## src/rtl/ffc_pkg.sv

```systemverilog
// shared types, constants and the byte-wide crc-32 update for the frame checker
// no dependencies; used by every other file of the block but ffc_if
package ffc_pkg;

  typedef enum logic [2:0] {
    ST_OK      = 3'd0,
    ST_LENGTH  = 3'd1,
    ST_MAGIC   = 3'd2,
    ST_VERSION = 3'd3,
    ST_NODE    = 3'd4,
    ST_LINKS   = 3'd5,
    ST_CRC     = 3'd6
  } status_t;

  localparam logic [31:0] CRC_POLY = 32'hEDB8_8320;
  localparam logic [31:0] CRC_INIT = 32'hFFFF_FFFF;
  localparam logic [7:0]  VERSION_RESET = 8'd1;

  localparam logic [7:0] MAGIC [4] = '{8'h45, 8'h47, 8'h43, 8'h46};

  // header byte positions
  localparam logic [7:0] POS_VERSION = 8'd4;
  localparam logic [7:0] POS_NODE    = 8'd5;
  localparam logic [7:0] POS_FLAGS   = 8'd6;
  localparam logic [7:0] POS_LINKS   = 8'd7;
  localparam logic [7:0] POS_SEQ     = 8'd8;
  localparam logic [7:0] POS_EPOCH   = 8'd12;
  localparam logic [7:0] POS_BODY    = 8'd16;
  localparam logic [7:0] POS_MAX     = 8'd255;

  typedef struct packed {
    logic [7:0] data;
    logic       last;
  } stage_t;

  typedef struct packed {
    logic [7:0]  data_byte;
    logic [7:0]  byte_index;
    logic        frame_done;
    logic [2:0]  status;
    logic [7:0]  node_id;
    logic [7:0]  header_flags;
    logic [7:0]  links_used;
    logic [31:0] sequence_res;
    logic [31:0] epoch_stamp;
  } res_t;

  // reflected crc-32, one byte
  function automatic logic [31:0] crc_byte(input logic [31:0] crc, input logic [7:0] b);
    logic [31:0] c;
    c = crc ^ {24'd0, b};
    for (int k = 0; k < 8; k++) begin
      c = (c >> 1) ^ (c[0] ? CRC_POLY : 32'd0);
    end
    return c;
  endfunction

endpackage

```

## src/rtl/ffc_if.sv

```systemverilog
// valid/ready channel interfaces for the frame checker: frame words, results, config
// no dependencies
interface ffc_byte_if;
  logic       valid;
  logic       ready;
  logic [7:0] in_byte;
  logic       last_byte;
  modport source (output valid, in_byte, last_byte, input ready);
  modport sink (input valid, in_byte, last_byte, output ready);
endinterface

interface ffc_res_if;
  logic        valid;
  logic        ready;
  logic [7:0]  data_byte;
  logic [7:0]  byte_index;
  logic        frame_done;
  logic [2:0]  status;
  logic [7:0]  node_id;
  logic [7:0]  header_flags;
  logic [7:0]  links_used;
  logic [31:0] sequence_res;
  logic [31:0] epoch_stamp;
  modport source (output valid, data_byte, byte_index, frame_done, status, node_id,
                  header_flags, links_used, sequence_res, epoch_stamp, input ready);
  modport sink (input valid, data_byte, byte_index, frame_done, status, node_id,
                header_flags, links_used, sequence_res, epoch_stamp, output ready);
endinterface

interface ffc_cfg_if;
  logic       valid;
  logic       ready;
  logic [7:0] data;
  modport source (output valid, data, input ready);
  modport sink (input valid, data, output ready);
endinterface

```

## src/rtl/ffc_in_stage.sv

```systemverilog
// input register stage: captures one frame word per cycle while the word it holds can move on
// depends on ffc_pkg, ffc_if
module ffc_in_stage (
  input  logic              clk,
  input  logic              rst,
  ffc_byte_if.sink          frame,
  input  logic              advance,
  output logic              stage_valid,
  output ffc_pkg::stage_t   stage
);

  assign frame.ready = !stage_valid || advance;

  always_ff @(posedge clk) begin
    if (rst) begin
      stage_valid <= 1'b0;
    end else if (frame.ready) begin
      stage_valid <= frame.valid;
    end
  end

  always_ff @(posedge clk) begin
    if (frame.valid && frame.ready) begin
      stage.data <= frame.in_byte;
      stage.last <= frame.last_byte;
    end
  end

endmodule

```

## src/rtl/ffc_check.sv

```systemverilog
// per-frame state and checks: position, crc, trailer, header capture, first error
// depends on ffc_pkg
module ffc_check #(
  parameter int FRAME_LEN = 128,
  parameter int MAX_LINKS = 4
) (
  input  logic            clk,
  input  logic            rst,
  input  logic            step,
  input  ffc_pkg::stage_t stage,
  input  logic [7:0]      version,
  output ffc_pkg::res_t   res
);

  localparam logic [7:0] LenBytes = 8'(FRAME_LEN);
  localparam logic [7:0] LenLast  = 8'(FRAME_LEN - 1);
  localparam logic [7:0] CrcEnd   = 8'(FRAME_LEN - 4);
  localparam logic [7:0] LinksMax = 8'(MAX_LINKS);

  logic [7:0]       position_count;
  logic [31:0]      crc_accum, crc_accum_next;
  logic [31:0]      trailer_shift, trailer_shift_next;
  ffc_pkg::status_t first_error, first_error_next, cand;
  logic [7:0]       node_reg, node_reg_next;
  logic [7:0]       flags_reg, flags_reg_next;
  logic [7:0]       count_reg, count_reg_next;
  logic [31:0]      sequence_reg, sequence_reg_next;
  logic [31:0]      epoch_reg, epoch_reg_next;
  ffc_pkg::status_t status;
  logic [7:0]       b, pos;
  logic [31:0]      lane;

  assign b   = stage.data;
  assign pos = position_count;

  // byte shifted into its little-endian lane
  always_comb begin
    case (pos[1:0])
      2'd0:    lane = {24'd0, b};
      2'd1:    lane = {16'd0, b, 8'd0};
      2'd2:    lane = {8'd0, b, 16'd0};
      default: lane = {b, 24'd0};
    endcase
  end

  always_comb begin
    crc_accum_next     = crc_accum;
    trailer_shift_next = trailer_shift;
    node_reg_next      = node_reg;
    flags_reg_next     = flags_reg;
    count_reg_next     = count_reg;
    sequence_reg_next  = sequence_reg;
    epoch_reg_next     = epoch_reg;
    cand               = ffc_pkg::ST_OK;
    if (pos < LenBytes) begin
      if (pos < ffc_pkg::POS_VERSION) begin
        if (b != ffc_pkg::MAGIC[pos[1:0]]) cand = ffc_pkg::ST_MAGIC;
      end else if (pos == ffc_pkg::POS_VERSION) begin
        if (b != version) cand = ffc_pkg::ST_VERSION;
      end else if (pos == ffc_pkg::POS_NODE) begin
        node_reg_next = b;
        if (b == 8'd0) cand = ffc_pkg::ST_NODE;
      end else if (pos == ffc_pkg::POS_FLAGS) begin
        flags_reg_next = b;
      end else if (pos == ffc_pkg::POS_LINKS) begin
        count_reg_next = b;
        if (b > LinksMax) cand = ffc_pkg::ST_LINKS;
      end else if (pos < ffc_pkg::POS_EPOCH) begin
        sequence_reg_next = sequence_reg | lane;
      end else if (pos < ffc_pkg::POS_BODY) begin
        epoch_reg_next = epoch_reg | lane;
      end
      if (pos < CrcEnd) begin
        crc_accum_next = ffc_pkg::crc_byte(crc_accum, b);
      end else begin
        trailer_shift_next = {b, trailer_shift[31:8]};
      end
    end
    first_error_next = (first_error == ffc_pkg::ST_OK) ? cand : first_error;
  end

  always_comb begin
    status = ffc_pkg::ST_OK;
    if (stage.last) begin
      if (pos != LenLast) begin
        status = ffc_pkg::ST_LENGTH;
      end else if (first_error_next != ffc_pkg::ST_OK) begin
        status = first_error_next;
      end else if (~crc_accum_next != trailer_shift_next) begin
        status = ffc_pkg::ST_CRC;
      end
    end
  end

  assign res.data_byte    = b;
  assign res.byte_index   = pos;
  assign res.frame_done   = stage.last;
  assign res.status       = status;
  assign res.node_id      = node_reg_next;
  assign res.header_flags = flags_reg_next;
  assign res.links_used   = count_reg_next;
  assign res.sequence_res = sequence_reg_next;
  assign res.epoch_stamp  = epoch_reg_next;

  always_ff @(posedge clk) begin
    if (rst || (step && stage.last)) begin
      position_count <= 8'd0;
      crc_accum      <= ffc_pkg::CRC_INIT;
      trailer_shift  <= 32'd0;
      first_error    <= ffc_pkg::ST_OK;
      node_reg       <= 8'd0;
      flags_reg      <= 8'd0;
      count_reg      <= 8'd0;
      sequence_reg   <= 32'd0;
      epoch_reg      <= 32'd0;
    end else if (step) begin
      if (position_count != ffc_pkg::POS_MAX) position_count <= 8'(position_count + 8'd1);
      crc_accum      <= crc_accum_next;
      trailer_shift  <= trailer_shift_next;
      first_error    <= first_error_next;
      node_reg       <= node_reg_next;
      flags_reg      <= flags_reg_next;
      count_reg      <= count_reg_next;
      sequence_reg   <= sequence_reg_next;
      epoch_reg      <= epoch_reg_next;
    end
  end

endmodule

```

## src/rtl/ffc_out_reg.sv

```systemverilog
// result register driving the result channel
// depends on ffc_pkg, ffc_if
module ffc_out_reg (
  input  logic          clk,
  input  logic          rst,
  input  logic          load,
  input  ffc_pkg::res_t res,
  output logic          advance,
  ffc_res_if.source     result
);

  ffc_pkg::res_t held;

  assign advance = !result.valid || result.ready;

  always_ff @(posedge clk) begin
    if (rst) begin
      result.valid <= 1'b0;
    end else if (advance) begin
      result.valid <= load;
    end
  end

  always_ff @(posedge clk) begin
    if (advance && load) begin
      held <= res;
    end
  end

  assign result.data_byte    = held.data_byte;
  assign result.byte_index   = held.byte_index;
  assign result.frame_done   = held.frame_done;
  assign result.status       = held.status;
  assign result.node_id      = held.node_id;
  assign result.header_flags = held.header_flags;
  assign result.links_used   = held.links_used;
  assign result.sequence_res = held.sequence_res;
  assign result.epoch_stamp  = held.epoch_stamp;

endmodule

```

## src/rtl/fixed_frame_checker_crc32.sv

```systemverilog
// top level of the fixed-length frame checker with crc-32 trailer
// depends on ffc_pkg, ffc_if, ffc_in_stage, ffc_check, ffc_out_reg
//
//   channel  | dir | payload                                    | handshake
//   ---------+-----+--------------------------------------------+-------------
//   frame    | in  | in_byte, last_byte                         | valid/ready
//   result   | out | data_byte, byte_index, frame_done, status, | valid/ready
//            |     | node_id, header_flags, links_used,         |
//            |     | sequence_res, epoch_stamp                  |
//   cfg      | in  | data (expected version byte)               | valid/ready
//
// one word per cycle sustained while the result channel takes words; an accepted word passes
//   through the input register, then the result register, before it shows on the result port
// the byte-wide crc update and header checks sit between the two registers
// rst is synchronous: clears both stages, the frame state and sets version to 1
// a stalled result holds the result register; the input register keeps taking a
//   word while the one ahead of it can move, so a bubble never costs throughput
// cfg is always ready and takes effect the next cycle
module fixed_frame_checker_crc32 #(
  parameter int FRAME_LEN = 128,
  parameter int MAX_LINKS = 4
) (
  input  logic      clk,
  input  logic      rst,
  ffc_byte_if.sink  frame,
  ffc_res_if.source result,
  ffc_cfg_if.sink   cfg
);

  logic            stage_valid;
  ffc_pkg::stage_t stage;
  logic            advance;
  ffc_pkg::res_t   res;
  logic [7:0]      expected_version;

  // version register, to be written only between frames: a rule for the user, not enforced by the block
  assign cfg.ready = 1'b1;

  always_ff @(posedge clk) begin
    if (rst) begin
      expected_version <= ffc_pkg::VERSION_RESET;
    end else if (cfg.valid && cfg.ready) begin
      expected_version <= cfg.data;
    end
  end

  // input register
  ffc_in_stage u_in (
    .clk         (clk),
    .rst         (rst),
    .frame       (frame),
    .advance     (advance),
    .stage_valid (stage_valid),
    .stage       (stage)
  );

  // checks and frame state, stepped when the staged word moves on
  ffc_check #(
    .FRAME_LEN (FRAME_LEN),
    .MAX_LINKS (MAX_LINKS)
  ) u_check (
    .clk     (clk),
    .rst     (rst),
    .step    (stage_valid && advance),
    .stage   (stage),
    .version (expected_version),
    .res     (res)
  );

  // result register
  ffc_out_reg u_out (
    .clk     (clk),
    .rst     (rst),
    .load    (stage_valid),
    .res     (res),
    .advance (advance),
    .result  (result)
  );

endmodule

```

## src/flat_wrapper.sv

```systemverilog
// flat-port wrapper written by rule: the top's interface ports become plain ports
module fixed_frame_checker_crc32_flat 
#(
  parameter int FRAME_LEN = 128,
  parameter int MAX_LINKS = 4
)
  (clk, rst, frame_valid, frame_in_byte, frame_last_byte, frame_ready, result_valid, result_data_byte, result_byte_index, result_frame_done, result_status, result_node_id, result_header_flags, result_links_used, result_sequence_res, result_epoch_stamp, result_ready, cfg_valid, cfg_data, cfg_ready);
  ffc_byte_if frame_i ();
  ffc_res_if result_i ();
  ffc_cfg_if cfg_i ();
  input  logic clk;
  input  logic rst;
  input wire logic [$bits(frame_i.valid)-1:0] frame_valid;
  input wire logic [$bits(frame_i.in_byte)-1:0] frame_in_byte;
  input wire logic [$bits(frame_i.last_byte)-1:0] frame_last_byte;
  output wire logic [$bits(frame_i.ready)-1:0] frame_ready;
  output wire logic [$bits(result_i.valid)-1:0] result_valid;
  output wire logic [$bits(result_i.data_byte)-1:0] result_data_byte;
  output wire logic [$bits(result_i.byte_index)-1:0] result_byte_index;
  output wire logic [$bits(result_i.frame_done)-1:0] result_frame_done;
  output wire logic [$bits(result_i.status)-1:0] result_status;
  output wire logic [$bits(result_i.node_id)-1:0] result_node_id;
  output wire logic [$bits(result_i.header_flags)-1:0] result_header_flags;
  output wire logic [$bits(result_i.links_used)-1:0] result_links_used;
  output wire logic [$bits(result_i.sequence_res)-1:0] result_sequence_res;
  output wire logic [$bits(result_i.epoch_stamp)-1:0] result_epoch_stamp;
  input wire logic [$bits(result_i.ready)-1:0] result_ready;
  input wire logic [$bits(cfg_i.valid)-1:0] cfg_valid;
  input wire logic [$bits(cfg_i.data)-1:0] cfg_data;
  output wire logic [$bits(cfg_i.ready)-1:0] cfg_ready;
  assign frame_i.valid = frame_valid;
  assign frame_i.in_byte = frame_in_byte;
  assign frame_i.last_byte = frame_last_byte;
  assign frame_ready = frame_i.ready;
  assign result_valid = result_i.valid;
  assign result_data_byte = result_i.data_byte;
  assign result_byte_index = result_i.byte_index;
  assign result_frame_done = result_i.frame_done;
  assign result_status = result_i.status;
  assign result_node_id = result_i.node_id;
  assign result_header_flags = result_i.header_flags;
  assign result_links_used = result_i.links_used;
  assign result_sequence_res = result_i.sequence_res;
  assign result_epoch_stamp = result_i.epoch_stamp;
  assign result_i.ready = result_ready;
  assign cfg_i.valid = cfg_valid;
  assign cfg_i.data = cfg_data;
  assign cfg_ready = cfg_i.ready;
  fixed_frame_checker_crc32 #(.FRAME_LEN(FRAME_LEN), .MAX_LINKS(MAX_LINKS)) u_core (.clk(clk), .rst(rst), .frame(frame_i), .result(result_i), .cfg(cfg_i));
endmodule
```

## config.mk

```make
export PLATFORM = sky130hd
export DESIGN_NAME = fixed_frame_checker_crc32_flat
export DESIGN_NICKNAME = d
export VERILOG_FILES = /design/src/rtl/ffc_pkg.sv /design/src/rtl/ffc_if.sv /design/src/rtl/ffc_in_stage.sv /design/src/rtl/ffc_check.sv /design/src/rtl/ffc_out_reg.sv /design/src/rtl/fixed_frame_checker_crc32.sv /design/src/flat_wrapper.sv
export SDC_FILE = /design/constraint.sdc
export NUM_CORES = 1
export LEC_CHECK = 0
export BUFFER_PORTS_ARGS = -buffer_cell sky130_fd_sc_hd__buf_4
export CAP_MARGIN = 25
export CORE_MARGIN = 1
export CORE_UTILIZATION = 61
export CTS_BUF_LIST = sky130_fd_sc_hd__clkbuf_4 sky130_fd_sc_hd__clkbuf_8
export DETAILED_ROUTE_END_ITERATION = 7
export PLACE_DENSITY = 0.82
export SLEW_MARGIN = 20
export SYNTH_ARGS = -nofsm -noshare
export SYNTH_HDL_FRONTEND = slang
export SYNTH_SLANG_ARGS = --single-unit
```

## constraint.sdc

```tcl
create_clock -name clk -period 6.2 [get_ports clk]
set_clock_uncertainty 0.1 [all_clocks]
set_input_delay 1.55 -clock clk [delete_from_list [all_inputs] [get_ports clk]]
set_output_delay 1.55 -clock clk [all_outputs]
set_load 0.05 [all_outputs]
```

==> out/results.ini <==
[synthesis]
yosysWarnings = 0
synthArstFlopShare_pct = 0
synth.distinct_cells = 71
syn_nets = 1196
ys_seq_area_share_pct = 53.64
synth_top_area_share_pct = 27.01
synth-edff-count = 117
syn-instance-count = 1167
avgSynthCellArea_um2 = 11.15
synth-seq-cells = 290
yosys-top-cells-area = edfxtp_1, dfxtp_1, o211a_1
synth_top_area_cell = edfxtp_1
synth_ff_type = dfxtp_1
syn_area_mm2 = 0.01301

[place]
hpwlAfterDp_um = 21170
post-place-ws_ns = 2.048
port_buffers = 131
gp_congestion = 0.9161

[detailed_routing]
drcViolationCount = 0
drt_pass1_iterations = 5
viasPerCell = 5.995
vias = 9526
wl_per_cell_um = 20.65
drt_iter0_drc = 772
ant_nets = 0
wl_um = 32810

[grt]
grt_usage_pct = 30.27
grt_first_pass_wirelength_um = 51220
grt_max_degree = 137
grt-ovfl-total = 0
antenna_found_initial = 1
grt_pass1_vias = 9247

[power_and_ir_drop]
power.share.clock_pct = 35.6
p_total_mw = 4.718
vdd.ir_drop.worst_v = 0.0002240
swShare_pct = 28.49
power_density_mw_per_mm2 = 311.3
internal_power_mw = 3.373
p_sw_mw = 1.344
seq_power_share_pct = 44.5
comb_power_share_pct = 19.9
p_leak_nw = 7.058

[outcome]
outcome = completed

[floorplanning]
die_area_mm2 = 0.02191
die_y_um = 148.0
start_util_pct = 62.07
pin_count = 133
core-area_mm2 = 0.02096
fp-row-count = 53
die-width_um = 148.0

[timing]
fin_crit_ns = 3.907
hold_viol_final = 0
tns_ns = 0
setup_viol_count_final = 0
max_slew_margin_pct = 37.24
grt_setup_unrepaired = false
fmax_mhz = 256.0
drv_slew = 0
worst_slack_ns = 2.293
worst_slew_pin_slew_ns = 0.9342
final.period_utilization_pct = 63.01

[worst_setup_path]
cp_max_fo = 14
crit_arrival_ns = 4.08
start_kind = flip-flop
critPathKind = reg -> reg
cp.required_ns = 6.37
worstSetupEndpointType = flip-flop

[clock_network]
cts_hold_buffers = 0
post_cts.repair.setup_buffers = 0
cts_tree = done
cts_buffer_depth = 3
root_buffer = clkbuf_8
cts_resized = 0
path_clk_slew_ns = 0.07
worstSkewPairLatency_ns = 0.55
cts_sinks = 290
cts-htree-levels = 2
cts_buffers = 44

[layout]
fin_nets = 1308
drive_above_1_share_pct = 22.30
syn2layout_area_growth_pct = 16.52
diodes = 0

[worst_hold_path]
hold_class = reg -> reg

[run]
cap_violations = 0

## final cells by class
type	count	area, µm²
multi-input cells	779	5653
clock inverters	9	81.33
flip-flops and latches	290	6977
fillers	1488	5799
repair buffers	152	1166
well taps	275	344.1
inverters	12	50.05
clock buffers	72	884.6
## placed cells by master, fill, tap and decap left out, types with 5 or more instances in the layout
cell type  count
nand3_1       10
nand2_1      146
xor2_1        38
clkbuf_8      55
o211ai_1      31
nor2_1        61
clkbuf_4      17
mux2i_1       25
and2_1         5
a21oi_1       66
xnor3_1       11
nand4_1        7
nor3_1        28
nor4_1         6
xnor2_1       64
and3_1         5
a31o_2        14
xnor2_2        9
a211oi_1       7
dfxtp_1      173
edfxtp_1     117
a21o_1        52
mux2_2        26
o21ai_0       19
nor2b_1        5
inv_1         10
o211a_1       63
nand2b_1       6
ha_1           7
buf_4        148
## power groups by stage
stage / combinational, mW / sequential (mW) / clock, mW
6_report: 0.940 / 2.10 / 1.68
5_1_grt: 0.999 / 2.10 / 1.78
4_1_cts: 0.939 / 2.10 / 1.70
3_5_place_dp: 0.932 / 2.14 / 0
3_3_place_gp: 0.925 / 2.14 / 0
2_1_floorplan: 0.614 / 2.22 / 0
## synthesized netlist by cell type, drive strengths merged (3+ instances only)
library cell and instances:
and3 5, a21boi 6, a31o 14, mux2i 25, and2 6, nor2b 5, ha 7, mux2 28
xor3 4, nand4 7, o211ai 31, o21a 3, o21ai 22, inv 10, a21oi 68, nand2b 6
edfxtp 117, xor2 39, nor3 28, nor4 6, xnor2 76, dfxtp 173, a21o 53, a31oi 4
a211oi 7, nand2 146, clkbuf 66, xnor3 12, or3 3, buf 20, nor3b 3, nand3 10
o211a 63, nor2 61
## through the flow
stage / area (µm²) / hold slack, ns / utilization (%) / cells
floorplan: 13010 / 0.3029 / - / 1167
global placement: 14150 / 0.3379 / 67.51 / 1504
detailed placement: 14150 / 0.3442 / 67.51 / 1504
CTS: 15110 / 0.3526 / 72.12 / 1585
global route: 15160 / 0.3780 / 72.33 / 1589
finish: 15160 / 0.3531 / 72.33 / 1589
## worst max-delay path, cell delays in order, from the launching register on
cell and delay (ns):
dfxtp_1 0.61, nor2b_1 0.56, and2_1 0.45, buf_8 0.23, mux2i_1 0.43, nor3_1 0.10
a2111o_1 0.42, nor3_1 0.21, nand4_1 0.14, o41ai_2 0.29, o21ai_1 0.09
## cells by family after synthesis
group           synth area share, %
fa+ha+maj                    0.6733
flops                         53.64
buf+inv                       3.030
simple gates                  10.01
mux                           4.348
compound gates                16.70
xor+xnor                      11.57
other cells                 0.02883
## layer usage
layer,vias up,GRT usage [%],share of wire (%)
met5,-,0,0
met4,0,12.37,3.1
met3,77,5.710,7.5
met2,396,47.32,47
met1,4630,41.46,42
li1,4423,-,-
## path summary, 6_finish.rpt
kind              depth (start not counted)                                     from  slack (ns)                                          end
setup / recovery                         10       u_core.u_check.pos[2]$_SDFFE_PP0P_        2.29  u_core.u_out.result.status[2]$_SDFFCE_PP0P_
hold reg to reg                           2  u_core.u_check.node_reg[6]$_SDFFE_PP0P_        0.35      u_core.u_check.node_reg[6]$_SDFFE_PP0P_
setup reg to reg                         10       u_core.u_check.pos[2]$_SDFFE_PP0P_        2.29  u_core.u_out.result.status[2]$_SDFFCE_PP0P_
hold / removal                            2  u_core.u_check.node_reg[6]$_SDFFE_PP0P_        0.35      u_core.u_check.node_reg[6]$_SDFFE_PP0P_
(Power assumes the default switching activity.)
